## src/rtl/core/blf_pkg.sv

```systemverilog
// ---------------------------------------------------------------------------
// blf_pkg
// widths, control word layout and microprogram of the biquad filter
// ---------------------------------------------------------------------------
`default_nettype none

package blf_pkg;

  // number formats
  localparam int SAMPLE_BITS    = 16;
  localparam int STATE_BITS     = 40;
  localparam int COEF_FRAC_BITS = 16;
  localparam int STATE_FRAC     = 8;
  localparam int COEF_BITS      = 4 + COEF_FRAC_BITS;
  localparam int PROD_FRAC      = STATE_FRAC + COEF_FRAC_BITS;

  // state words are multiplied in two halves
  localparam int LO_BITS    = STATE_BITS / 2;
  localparam int HI_BITS    = STATE_BITS - LO_BITS;
  localparam int CHUNK_BITS = HI_BITS + 1;
  localparam int PROD_BITS  = CHUNK_BITS + COEF_BITS;
  localparam int ACC_BITS   = STATE_BITS + COEF_BITS + 2;

  // configuration port
  localparam int CFG_IDX_BITS  = 3;
  localparam int CFG_DATA_BITS = COEF_BITS;

  // microprogram size
  localparam int NUM_STEPS = 15;
  localparam int PC_BITS   = $clog2(NUM_STEPS);

  localparam logic [PC_BITS-1:0] STEP_IDLE = PC_BITS'(0);
  localparam logic [PC_BITS-1:0] STEP_PASS = PC_BITS'(14);

  typedef enum logic [CFG_IDX_BITS-1:0] {
    REG_FILTER_ENABLE = 3'd0,
    REG_COEF_B0       = 3'd1,
    REG_COEF_B1       = 3'd2,
    REG_COEF_B2       = 3'd3,
    REG_COEF_A1       = 3'd4,
    REG_COEF_A2       = 3'd5
  } reg_e;

  typedef enum logic [1:0] {
    WAIT_NONE,
    WAIT_IN,
    WAIT_OUT
  } wait_e;

  typedef enum logic [1:0] {
    COND_NEVER,
    COND_ALWAYS,
    COND_BYPASS
  } cond_e;

  typedef enum logic [1:0] {
    OPND_D1,
    OPND_D2,
    OPND_W
  } opnd_e;

  typedef enum logic [2:0] {
    COEF_B0,
    COEF_B1,
    COEF_B2,
    COEF_A1,
    COEF_A2
  } coef_e;

  typedef enum logic [2:0] {
    ACC_HOLD,
    ACC_CLR,
    ACC_LOADX,
    ACC_ADD,
    ACC_SUB
  } acc_e;

  typedef enum logic [1:0] {
    OUT_NONE,
    OUT_FILT,
    OUT_PASS
  } out_e;

  // one control word of the microprogram
  typedef struct packed {
    logic               accept;
    wait_e              wait_on;
    cond_e              cond;
    logic [PC_BITS-1:0] target;
    opnd_e              opnd;
    logic               half_hi;
    coef_e              coef;
    acc_e               acc_op;
    logic               w_fix;
    out_e               out_op;
  } ctl_t;

  // status seen by the sequencer
  typedef struct packed {
    logic in_valid;
    logic out_free;
    logic enable;
  } stat_t;

  // coefficient set
  typedef struct packed {
    logic signed [COEF_BITS-1:0] b0;
    logic signed [COEF_BITS-1:0] b1;
    logic signed [COEF_BITS-1:0] b2;
    logic signed [COEF_BITS-1:0] a1;
    logic signed [COEF_BITS-1:0] a2;
  } coefs_t;

  function automatic ctl_t uword(logic acpt, wait_e wt, cond_e cd, logic [PC_BITS-1:0] tg,
                                 opnd_e op, logic hi, coef_e cf, acc_e ac, logic wf,
                                 out_e oo);
    ctl_t c;
    c.accept  = acpt;
    c.wait_on = wt;
    c.cond    = cd;
    c.target  = tg;
    c.opnd    = op;
    c.half_hi = hi;
    c.coef    = cf;
    c.acc_op  = ac;
    c.w_fix   = wf;
    c.out_op  = oo;
    return c;
  endfunction

  // microprogram: the product issued in a step is accumulated in the next
  function automatic ctl_t ucode(logic [PC_BITS-1:0] pc);
    ctl_t c;
    case (pc)
      // wait for a sample transfer
      0:  c = uword(1'b1, WAIT_IN, COND_NEVER, STEP_IDLE, OPND_D1, 1'b0, COEF_A1,
                    ACC_HOLD, 1'b0, OUT_NONE);
      // load x, branch off when disabled
      1:  c = uword(1'b0, WAIT_NONE, COND_BYPASS, STEP_PASS, OPND_D1, 1'b0, COEF_A1,
                    ACC_LOADX, 1'b0, OUT_NONE);
      // feedback terms
      2:  c = uword(1'b0, WAIT_NONE, COND_NEVER, STEP_IDLE, OPND_D1, 1'b1, COEF_A1,
                    ACC_SUB, 1'b0, OUT_NONE);
      3:  c = uword(1'b0, WAIT_NONE, COND_NEVER, STEP_IDLE, OPND_D2, 1'b0, COEF_A2,
                    ACC_SUB, 1'b0, OUT_NONE);
      4:  c = uword(1'b0, WAIT_NONE, COND_NEVER, STEP_IDLE, OPND_D2, 1'b1, COEF_A2,
                    ACC_SUB, 1'b0, OUT_NONE);
      5:  c = uword(1'b0, WAIT_NONE, COND_NEVER, STEP_IDLE, OPND_D1, 1'b0, COEF_B1,
                    ACC_SUB, 1'b0, OUT_NONE);
      // round w, start the feedforward sum
      6:  c = uword(1'b0, WAIT_NONE, COND_NEVER, STEP_IDLE, OPND_D1, 1'b0, COEF_B1,
                    ACC_CLR, 1'b1, OUT_NONE);
      7:  c = uword(1'b0, WAIT_NONE, COND_NEVER, STEP_IDLE, OPND_D1, 1'b1, COEF_B1,
                    ACC_ADD, 1'b0, OUT_NONE);
      8:  c = uword(1'b0, WAIT_NONE, COND_NEVER, STEP_IDLE, OPND_D2, 1'b0, COEF_B2,
                    ACC_ADD, 1'b0, OUT_NONE);
      9:  c = uword(1'b0, WAIT_NONE, COND_NEVER, STEP_IDLE, OPND_D2, 1'b1, COEF_B2,
                    ACC_ADD, 1'b0, OUT_NONE);
      10: c = uword(1'b0, WAIT_NONE, COND_NEVER, STEP_IDLE, OPND_W, 1'b0, COEF_B0,
                    ACC_ADD, 1'b0, OUT_NONE);
      11: c = uword(1'b0, WAIT_NONE, COND_NEVER, STEP_IDLE, OPND_W, 1'b1, COEF_B0,
                    ACC_ADD, 1'b0, OUT_NONE);
      12: c = uword(1'b0, WAIT_NONE, COND_NEVER, STEP_IDLE, OPND_W, 1'b1, COEF_B0,
                    ACC_ADD, 1'b0, OUT_NONE);
      // write filtered result and shift the delay line
      13: c = uword(1'b0, WAIT_OUT, COND_ALWAYS, STEP_IDLE, OPND_D1, 1'b0, COEF_B0,
                    ACC_HOLD, 1'b0, OUT_FILT);
      // write pass-through result
      14: c = uword(1'b0, WAIT_OUT, COND_ALWAYS, STEP_IDLE, OPND_D1, 1'b0, COEF_B0,
                    ACC_HOLD, 1'b0, OUT_PASS);
      default: c = uword(1'b0, WAIT_NONE, COND_ALWAYS, STEP_IDLE, OPND_D1, 1'b0, COEF_B0,
                         ACC_HOLD, 1'b0, OUT_NONE);
    endcase
    return c;
  endfunction

endpackage

`default_nettype wire

```

## src/rtl/core/blf_sequencer.sv

```systemverilog
// ---------------------------------------------------------------------------
// blf_sequencer
// step counter over the microprogram table with waits and jumps
// ---------------------------------------------------------------------------
`default_nettype none

module blf_sequencer (
  input  logic           clk_i,
  input  logic           rst_ni,
  input  blf_pkg::stat_t stat_i,
  output blf_pkg::ctl_t  ctl_o
);
  import blf_pkg::*;

  logic [PC_BITS-1:0] pc_q, pc_d;
  ctl_t               word;
  logic               stall;
  logic               jump;

  // fetch the control word of the current step
  always_comb word = ucode(pc_q);

  // wait, jump and action gating
  always_comb begin
    case (word.wait_on)
      WAIT_IN:  stall = !stat_i.in_valid;
      WAIT_OUT: stall = !stat_i.out_free;
      default:  stall = 1'b0;
    endcase

    case (word.cond)
      COND_ALWAYS: jump = 1'b1;
      COND_BYPASS: jump = !stat_i.enable;
      default:     jump = 1'b0;
    endcase

    if (stall) begin
      pc_d = pc_q;
    end else if (jump) begin
      pc_d = word.target;
    end else begin
      pc_d = pc_q + 1'b1;
    end

    ctl_o = word;
    if (stall) begin
      ctl_o.acc_op = ACC_HOLD;
      ctl_o.w_fix  = 1'b0;
      ctl_o.out_op = OUT_NONE;
    end
  end

  // step counter
  always_ff @(posedge clk_i or negedge rst_ni) begin
    if (!rst_ni) begin
      pc_q <= STEP_IDLE;
    end else begin
      pc_q <= pc_d;
    end
  end

endmodule

`default_nettype wire

```

## src/rtl/core/blf_datapath.sv

```systemverilog
// ---------------------------------------------------------------------------
// blf_datapath
// shared half-word multiplier, accumulator, delay line and result register
// ---------------------------------------------------------------------------
`default_nettype none

module blf_datapath (
  input  logic                                  clk_i,
  input  logic                                  rst_ni,
  input  blf_pkg::ctl_t                         ctl_i,
  input  blf_pkg::coefs_t                       coefs_i,
  input  logic                                  in_xfer_i,
  input  logic signed [blf_pkg::SAMPLE_BITS-1:0] sample_i,
  input  logic                                  out_ready_i,
  output logic                                  out_free_o,
  output logic                                  out_valid_o,
  output logic signed [blf_pkg::SAMPLE_BITS-1:0] filtered_o,
  output logic                                  overflow_o,
  output logic                                  clipped_o
);
  import blf_pkg::*;

  localparam int WTOP_LSB = COEF_FRAC_BITS + STATE_BITS - 1;
  localparam int YTOP_LSB = PROD_FRAC + SAMPLE_BITS - 1;

  logic signed [SAMPLE_BITS-1:0] x_q;
  logic signed [STATE_BITS-1:0]  d1_q, d2_q, w_q;
  logic                          ovf_q;
  logic signed [ACC_BITS-1:0]    p_q, acc_q, acc_d;

  logic signed [STATE_BITS-1:0]  opnd;
  logic signed [CHUNK_BITS-1:0]  chunk;
  logic signed [COEF_BITS-1:0]   coef;
  logic signed [PROD_BITS-1:0]   prod;
  logic signed [ACC_BITS-1:0]    prod_ext, prod_sh;

  logic signed [ACC_BITS-1:0]    w_sum, y_sum;
  logic [ACC_BITS-WTOP_LSB-1:0]  w_top;
  logic [ACC_BITS-YTOP_LSB-1:0]  y_top;
  logic                          w_fits, y_fits;
  logic signed [STATE_BITS-1:0]  w_new, x_state;
  logic signed [SAMPLE_BITS-1:0] y_val;

  logic                          out_valid_q;
  logic signed [SAMPLE_BITS-1:0] filt_q;
  logic                          ovf_out_q, clip_q;

  // operand selection and one signed half-word product
  always_comb begin
    case (ctl_i.opnd)
      OPND_D2: opnd = d2_q;
      OPND_W:  opnd = w_q;
      default: opnd = d1_q;
    endcase
    case (ctl_i.coef)
      COEF_B1: coef = coefs_i.b1;
      COEF_B2: coef = coefs_i.b2;
      COEF_A1: coef = coefs_i.a1;
      COEF_A2: coef = coefs_i.a2;
      default: coef = coefs_i.b0;
    endcase
    if (ctl_i.half_hi) begin
      chunk = {opnd[STATE_BITS-1], opnd[STATE_BITS-1:LO_BITS]};
    end else begin
      chunk = {{(CHUNK_BITS-LO_BITS){1'b0}}, opnd[LO_BITS-1:0]};
    end
    prod     = chunk * coef;
    prod_ext = {{(ACC_BITS-PROD_BITS){prod[PROD_BITS-1]}}, prod};
    prod_sh  = ctl_i.half_hi ? (prod_ext <<< LO_BITS) : prod_ext;
  end

  // accumulator update
  always_comb begin
    case (ctl_i.acc_op)
      ACC_CLR:   acc_d = '0;
      ACC_LOADX: acc_d = {{(ACC_BITS-SAMPLE_BITS-PROD_FRAC){x_q[SAMPLE_BITS-1]}}, x_q,
                          {PROD_FRAC{1'b0}}};
      ACC_ADD:   acc_d = acc_q + p_q;
      ACC_SUB:   acc_d = acc_q - p_q;
      default:   acc_d = acc_q;
    endcase
  end

  // round w to the state format, substitute the sample on overflow
  always_comb begin
    x_state = {{(STATE_BITS-SAMPLE_BITS-STATE_FRAC){x_q[SAMPLE_BITS-1]}}, x_q,
               {STATE_FRAC{1'b0}}};
    w_sum   = acc_q + (ACC_BITS'(1) <<< (COEF_FRAC_BITS - 1));
    w_top   = w_sum[ACC_BITS-1:WTOP_LSB];
    w_fits  = (&w_top) || !(|w_top);
    w_new   = w_fits ? w_sum[WTOP_LSB:COEF_FRAC_BITS] : x_state;
  end

  // round y to an integer and saturate
  always_comb begin
    y_sum  = acc_q + (ACC_BITS'(1) <<< (PROD_FRAC - 1));
    y_top  = y_sum[ACC_BITS-1:YTOP_LSB];
    y_fits = (&y_top) || !(|y_top);
    if (y_fits) begin
      y_val = y_sum[YTOP_LSB:PROD_FRAC];
    end else if (y_sum[ACC_BITS-1]) begin
      y_val = {1'b1, {(SAMPLE_BITS-1){1'b0}}};
    end else begin
      y_val = {1'b0, {(SAMPLE_BITS-1){1'b1}}};
    end
  end

  assign out_free_o = !out_valid_q || out_ready_i;

  // sample, product, accumulator and w registers
  always_ff @(posedge clk_i) begin
    if (in_xfer_i) begin
      x_q <= sample_i;
    end
    p_q   <= prod_sh;
    acc_q <= acc_d;
    if (ctl_i.w_fix) begin
      w_q   <= w_new;
      ovf_q <= !w_fits;
    end
  end

  // delay line
  always_ff @(posedge clk_i or negedge rst_ni) begin
    if (!rst_ni) begin
      d1_q <= '0;
      d2_q <= '0;
    end else if (ctl_i.out_op == OUT_FILT) begin
      d2_q <= d1_q;
      d1_q <= w_q;
    end
  end

  // result valid
  always_ff @(posedge clk_i or negedge rst_ni) begin
    if (!rst_ni) begin
      out_valid_q <= 1'b0;
    end else if (ctl_i.out_op != OUT_NONE) begin
      out_valid_q <= 1'b1;
    end else if (out_ready_i) begin
      out_valid_q <= 1'b0;
    end
  end

  // result payload
  always_ff @(posedge clk_i) begin
    case (ctl_i.out_op)
      OUT_FILT: begin
        filt_q    <= y_val;
        ovf_out_q <= ovf_q;
        clip_q    <= !y_fits;
      end
      OUT_PASS: begin
        filt_q    <= x_q;
        ovf_out_q <= 1'b0;
        clip_q    <= 1'b0;
      end
      default: begin
      end
    endcase
  end

  assign out_valid_o = out_valid_q;
  assign filtered_o  = filt_q;
  assign overflow_o  = ovf_out_q;
  assign clipped_o   = clip_q;

endmodule

`default_nettype wire

```

## src/rtl/core/biquad_lowpass_filter.sv

```systemverilog
// ---------------------------------------------------------------------------
// biquad_lowpass_filter
// the filtered result is written after the feedback and feedforward sums, the
//   pass-through result (filter disabled) without them
// one sample at a time: the next sample is taken once the result is written; the
//   single 20x21 multiplier does five products in two halves each
// reset: async, clears step counter, delay line and configuration; no result valid
// ---------------------------------------------------------------------------
`default_nettype none

module biquad_lowpass_filter (
  input  logic                                   clk_i,
  input  logic                                   rst_ni,
  // configuration writes
  input  logic                                   cfg_we_i,
  input  logic [blf_pkg::CFG_IDX_BITS-1:0]       cfg_index_i,
  input  logic [blf_pkg::CFG_DATA_BITS-1:0]      cfg_wdata_i,
  // sample channel
  input  logic                                   in_valid_i,
  output logic                                   in_ready_o,
  input  logic signed [blf_pkg::SAMPLE_BITS-1:0] sample_in_i,
  // result channel
  output logic                                   out_valid_o,
  input  logic                                   out_ready_i,
  output logic signed [blf_pkg::SAMPLE_BITS-1:0] filtered_out_o,
  output logic                                   state_overflow_o,
  output logic                                   output_clipped_o
);
  import blf_pkg::*;

  logic   enable_q;
  coefs_t coefs_q;
  ctl_t   ctl;
  stat_t  stat;
  logic   out_free;

  // configuration registers, unknown indexes ignored
  always_ff @(posedge clk_i or negedge rst_ni) begin
    if (!rst_ni) begin
      enable_q <= 1'b0;
      coefs_q  <= '0;
    end else if (cfg_we_i) begin
      case (cfg_index_i)
        REG_FILTER_ENABLE: enable_q   <= cfg_wdata_i[0];
        REG_COEF_B0:       coefs_q.b0 <= cfg_wdata_i;
        REG_COEF_B1:       coefs_q.b1 <= cfg_wdata_i;
        REG_COEF_B2:       coefs_q.b2 <= cfg_wdata_i;
        REG_COEF_A1:       coefs_q.a1 <= cfg_wdata_i;
        REG_COEF_A2:       coefs_q.a2 <= cfg_wdata_i;
        default: begin
        end
      endcase
    end
  end

  // status for the sequencer
  always_comb begin
    stat.in_valid = in_valid_i;
    stat.out_free = out_free;
    stat.enable   = enable_q;
  end

  assign in_ready_o = ctl.accept;

  blf_sequencer u_seq (
    .clk_i  (clk_i),
    .rst_ni (rst_ni),
    .stat_i (stat),
    .ctl_o  (ctl)
  );

  blf_datapath u_dp (
    .clk_i       (clk_i),
    .rst_ni      (rst_ni),
    .ctl_i       (ctl),
    .coefs_i     (coefs_q),
    .in_xfer_i   (in_valid_i && ctl.accept),
    .sample_i    (sample_in_i),
    .out_ready_i (out_ready_i),
    .out_free_o  (out_free),
    .out_valid_o (out_valid_o),
    .filtered_o  (filtered_out_o),
    .overflow_o  (state_overflow_o),
    .clipped_o   (output_clipped_o)
  );

endmodule

`default_nettype wire

```

## config.mk

```make
export PLATFORM = sky130hd
export DESIGN_NAME = biquad_lowpass_filter
export DESIGN_NICKNAME = d
export VERILOG_FILES = /design/src/rtl/core/blf_pkg.sv /design/src/rtl/core/blf_sequencer.sv /design/src/rtl/core/blf_datapath.sv /design/src/rtl/core/biquad_lowpass_filter.sv
export SDC_FILE = /design/constraint.sdc
export NUM_CORES = 2
export LEC_CHECK = 0
export BUFFER_PORTS_ARGS = -buffer_cell sky130_fd_sc_hd__buf_2
export CELL_PAD_IN_SITES_DETAIL_PLACEMENT = 0
export CELL_PAD_IN_SITES_GLOBAL_PLACEMENT = 1
export CORE_MARGIN = 2
export CORE_UTILIZATION = 35
export DETAILED_ROUTE_END_ITERATION = 16
export GPL_TIMING_DRIVEN = 0
export PLACE_DENSITY = 0.6
export SLEW_MARGIN = 5
export SYNTH_ARGS = -nofsm -noshare
export SYNTH_HDL_FRONTEND = slang
export SYNTH_SLANG_ARGS = --single-unit
```

## constraint.sdc

```tcl
create_clock -name clk_i -period 12.3 [get_ports clk_i]
set_input_delay 2.46 -clock clk_i [delete_from_list [all_inputs] [get_ports clk_i]]
set_output_delay 2.46 -clock clk_i [all_outputs]
set_load 0.01 [all_outputs]
```

== Yosys cells after proc, flatten, opt, wreduce, memory -nomap -nowiden ==
Memory sizes are Yosys's and may differ from the RTL's.
Cells that the tools add are included.
Cells by class
  add/sub/neg operators: 5
  equal/unequal tests: 21
  multipliers: 1
  reduce and logical (&&, ||, !) cells: 27
  mux-type cells: 17
Operators with widths (count)
  $pmux W62 S4: 1
  $pmux W20 S4: 1
  $pmux W40 S2: 1
  $add A62 B17 Y62 const B: 1
  $add A62 B25 Y62 const B: 1
  $add A62 B61 Y62: 1
  $sub A62 B61 Y62: 1
  $mux W60: 1
  $mul A21 B20 Y41: 1
  $mux W40: 1
  $mux W16: 2
  $pmux W16 S2: 1
  $reduce_and A23 Y1: 1
  $reduce_or A23 Y1: 1
  $mux W21: 1
  $eq A3 B2 Y1 const B: 6
  $eq A3 B3 Y1 const B: 4
  $reduce_and A2 Y1: 6
  $eq A3 B1 Y1 const B: 3
  $eq A2 B1 Y1 const B: 4
  $eq A2 B2 Y1 const B: 4
  $logic_not A1 Y1: 8
  $pmux W1 S2: 4
  $reduce_and A7 Y1: 1
  10 further kinds: 15
Storage, ports and cells
  word-level logic and storage cells: 92
  output and inout port bits: 20
  register bits after elaboration: 384
  input bits: 44
  memories kept: 1
  ROM bits: 320
Memories
  (no name shown): words 16, width 20, rd ports 1, clocked after memory_dff 0, wr ports 0, RTL line blf_pkg.sv:134  | case (pc)

== Depth between registers and ports, before layout ==
  depth after elaboration: 7
  mapped depth: 38
  mapped depth without buffers: 36

== By module ==
From an unflattened synthesis, not the netlist that was laid out.
Second synthesis, totals
  cell total of the unflattened synthesis: 4036
  area total of the unflattened synthesis: 38539.5 sq um
By module, submodules not included
  blf_datapath: area an instance 33885.0 sq um, instances 1, sequential area each 7362.1 sq um, cells each 3745
  biquad_lowpass_filter: area an instance 4058.9 sq um, instances 1, sequential area each 2527.4 sq um, cells each 219
  blf_sequencer: area an instance 595.6 sq um, instances 1, sequential area each 100.1 sq um, cells each 72

== Worst setup path after synthesis ==
No wires, ideal clock.
  path type: register to register
  start point: register u_seq.pc_q[1]
  end point: register u_dp.p_q[49]
  data required time: 12.168 ns
  period minus slack after synthesis: 8.901 ns
  library setup time: 0.132 ns
  path buffers: 5
  setup slack: 3.399 ns
  data arrival time: 8.769 ns
  stages on the path, launching flop included: 38
  cell sequence: dfrtp_1 inv_1 ha_1 nand2_1 o211ai_1 o21a_1 clkbuf_1 clkbuf_1 buf_1 nand2_1 nand3_1 o21a_1 clkbuf_1 nand2_1 fa_1 inv_1 fa_1 inv_1 [... 2 more ...] fa_1 fa_1 fa_1 inv_1 fa_1 inv_1 ha_1 nand2_1 nor2_1 nand3_1 nor3_1 o211ai_1 a21oi_1 o2111ai_1 and3_1 nor2_1 clkbuf_1 o21ai_0
On the way
  longest elaborated chain between the ends: 6
  elaborated cells between the ends (all ways): 12
  those cells by class: 1 x mul; 6 x eq/ne; 4 x mux; 1 x memory
Ends and longest elaborated chain
  from (decl): RTL line blf_sequencer.sv:15  | logic [PC_BITS-1:0] pc_q, pc_d;
  from (signal assigned): RTL line blf_sequencer.sv:58  | pc_q <= pc_d;
  $mem_v2 Z16 W20 *
  $eq A2 B2 Y1 or $eq A2 B1 Y1 (tied branches): RTL line blf_datapath.sv:50  | case (ctl_i.opnd)
  $pmux W40 S2: RTL line blf_datapath.sv:50
  $mux W21: RTL line blf_datapath.sv:62  | if (ctl_i.half_hi) begin
  $mul A21 B20 Y41: RTL line blf_datapath.sv:67  | prod = chunk * coef;
  $mux W60 *: RTL line blf_datapath.sv:69  | prod_sh = ctl_i.half_hi ? (prod_ext <<< LO_BITS) : prod_ext;
  net u_dp.prod_sh[49]: RTL line blf_datapath.sv:35  | logic signed [ACC_BITS-1:0] prod_ext, prod_sh;
  to (signal assigned): RTL line blf_datapath.sv:115  | p_q <= prod_sh;
  to (decl): RTL line blf_datapath.sv:29  | logic signed [ACC_BITS-1:0] p_q, acc_q, acc_d;
Mark *: on every way through the listed nets, which the timed path passes. The rest lies on a longest branch.
A chain may end at the register's enable or synchronous reset.

== Final worst setup path ==
  start point: register u_seq.pc_q[3]
  end point: register u_dp.p_q[58]
Same word-level chain as after synthesis.

==> results.ini <==
[setup_path]
cp-start-kind=flip-flop
crit_path_max_fanout=10
cp.arrival_ps=11970
crit_path_end_kind=flip-flop
critical_path.max_stage_delay_ps=660
worst-setup-path-type=reg -> reg
cp_data_required_time_ps=12760
cp_slowest_cell=clkbuf_1
r2r-end=u_dp.p_q[58]$_DFF_P_
r2r_slack_ps=790
cp_common_cell=fa_1
rr_startpoint=u_seq.pc_q[3]$_DFFE_PN0N_
rr_worst_depth=33

[synth]
synth_top_area_cell=fa_1
ys_top_cells_by_area=fa_1, dfrtp_1, edfxtp_1
synth_warnings=0
syn-cell-area_sq_um=38100
netlist_instances=4149
syn_nets=4818
ys_ff_latch=384
synth_area_per_cell_sq_um=9.19
ys.flop_type=dfrtp_1
synth_top_area_share=0.230
ys_types=76
ys_top_cells_by_count=inv_1, nand2_1, fa_1, nor2_1, clkbuf_1
synth.most_common_cell=inv_1
synth_seq_area_share=0.262
synth-edff-count=137
asyncSetResetFlopFracSynth=0.484

[clock_tree]
clk_latency_ps=640
cts_tree=built
clockRootBuffer=clkbuf_16
path_clk_slew_ps=60
cts.sink_count=384
clock_path_buffers=3
postCtsSetupRepairBufs=0
cts_made_buffers=48
htreeDepth=2

[floorplanning]
coreArea_sq_um=108000
num_rows=121
dieArea_sq_um=112000
die_w_microns=334
io_pins=64
die_h_microns=334
initial_core_util=0.352

[route]
met2WireLength_mm=56.1
met3_length_mm=7.11
ant_nets=0
drc=0
vias=29358
drt_iter0_drc=2246
routedWlPerCell_microns=21.8
viasPerCell=5.13
wl_met1_mm=57.8
routed_wirelength_mm=125
firstDrtPassIters=9
top_layer=met5

[finish]
multiInputGateArea_sq_um=25300
fillers=11043
register_area_sq_um=9990
final_nets=4937
drive_gt1_frac=0.0915
area_growth_pct=10.5

[outcome]
status=finished clean

[sta]
rsz0062_at_grt=false
hold_viol_final=0
fmax_mhz=86.9
skew_ps=46.1
setup_violations=0
period_share=0.936
fin_crit_ps=11510
timing.setup.tns_ps=0
tightest_slew_ps=1370
slew_violations=0
max_slew_margin=0.0831

[worst_hold_path]
min_path_cells=1
min_to=coefs_q[15]$_DFFE_PN0P_
min_from=coefs_q[15]$_DFFE_PN0P_
hp-class=reg -> reg

[grt]
grt-ovfl-total=0
antenna_found_initial=4
grt_max_degree=106
grt_pass1_wl_mm=190
first_global_vias=29999
grt_usage=0.227

[flow_run]
maxCapViolCount=0

[placement]
gp_congestion=0.901
dp_hpwl_mm=103
io_buffers=63

layout make-up:
class / count / share of cell area
inverter: 583 / 0.0519
clock buffer: 79 / 0.0372
timing repair buffer: 75 / 0.0116
antenna: 1 / 0.0000594
clock inverter: 10 / 0.00276
tap: 1414 / 0.0420
buffer: 195 / 0.0177
sequential: 384 / 0.237
multi-input combinational: 2981 / 0.600
worst max-delay path by stage:
stage / from / end / slack (ps) / cells past startpoint
floorplan: u_seq.pc_q[1]$_DFFE_PN0N_ / u_dp.p_q[49]$_DFF_P_ / 3400 / 37
global placement: u_seq.pc_q[2]$_DFFE_PN0N_ / u_dp.p_q[58]$_DFF_P_ / 370 / 36
detailed placement: u_seq.pc_q[2]$_DFFE_PN0N_ / u_dp.p_q[57]$_DFF_P_ / 390 / 36
CTS: u_seq.pc_q[2]$_DFFE_PN0N_ / u_dp.p_q[58]$_DFF_P_ / 370 / 36
global route: u_seq.pc_q[2]$_DFFE_PN0N_ / u_dp.p_q[58]$_DFF_P_ / 9 / 34
finish: u_seq.pc_q[3]$_DFFE_PN0N_ / u_dp.p_q[58]$_DFF_P_ / 790 / 33
timing repair:
| action | in CTS | in global routing |
|---|---|---|
| hold endpoints to repair | 0 | 0 |
| hold buffers | 0 | 0 |
| gates resized for setup | 0 | 12 |
| endpoints found under the setup margin | 0 | 21 |
through the flow:
stage / cells / worst slack (ps) / instance area (sq um) / hold WS (ps) / util
final: 5722 / 786 / 42100 / 497 / 0.389
after global routing: 5721 / 9.39 / 42100 / 506 / 0.389
after CTS: 5727 / 366 / 42100 / 500 / 0.389
after detailed placement: 5638 / 393 / 40400 / 487 / 0.373
after global placement: 5626 / 371 / 40200 / 481 / 0.371
after floorplan: 4149 / 3400 / 38100 / 474 / -
state kept, by name (all words and copies together) (netlist names):
| signal | cells |
|---|---|
| u_dp.filtered_o | 16 |
| enable_q | 1 |
| u_dp.d2_q | 40 |
| u_dp.ovf_q | 1 |
| u_dp.d1_q | 40 |
| u_dp.overflow_o | 1 |
| u_dp.p_q | 61 |
| u_dp.x_q | 16 |
| u_dp.out_valid_o | 1 |
| coefs_q | 100 |
| u_dp.acc_q | 62 |
| u_seq.pc_q | 4 |
| u_dp.w_q | 40 |
| u_dp.clipped_o | 1 |
worst max-delay path: cells and delay by family, from the launching register on:
family / cells / cell delay [ps]
AOI/OAI and AO/OA: 5 / 1330
adders and majority gates: 9 / 4440
muxes: 1 / 410
and+or+nand+nor: 7 / 1550
buffers and inverters: 11 / 3280
DFF: 1 / 320
routing by layer:
layer | vias up | track usage
met3 | 149 | 0.0428
met2 | 626 | 0.355
met5 | - | 0
met1 | 14740 | 0.320
li1 | 13841 | -
met4 | 2 | 0.0620
placed cells by master, fill, tap and decap left out, types with 33 or more instances in the layout:
| cell | count |
|---|---|
| inv_1 | 582 |
| dfrtp_1 | 186 |
| nand2b_1 | 35 |
| xnor2_1 | 134 |
| xor2_1 | 101 |
| fa_1 | 439 |
| nand3_1 | 67 |
| nor2b_1 | 33 |
| clkbuf_1 | 194 |
| nor2_1 | 405 |
| clkbuf_16 | 54 |
| nor3_1 | 61 |
| edfxtp_1 | 137 |
| a21oi_1 | 167 |
| dfxtp_1 | 61 |
| a21o_1 | 65 |
| o21ai_0 | 179 |
| nand2_1 | 478 |
| nand4_1 | 39 |
| mux2_2 | 182 |
| buf_2 | 64 |
| ha_1 | 186 |
kinds of logic after synthesis:
logic type,count (synthesis),share of synthesized area
AND/OR/NAND/NOR,1280,0.152
buffers and inverters,784,0.0774
AO/OA/AOI/OAI,649,0.107
adder cells (fa/ha/maj),625,0.291
flip-flops,384,0.262
XOR/XNOR,235,0.0540
multiplexers,192,0.0564
Power is left out: the tool's default activity adds up to more than one toggle a clock period on the data nets, which glitch-free logic cannot reach.
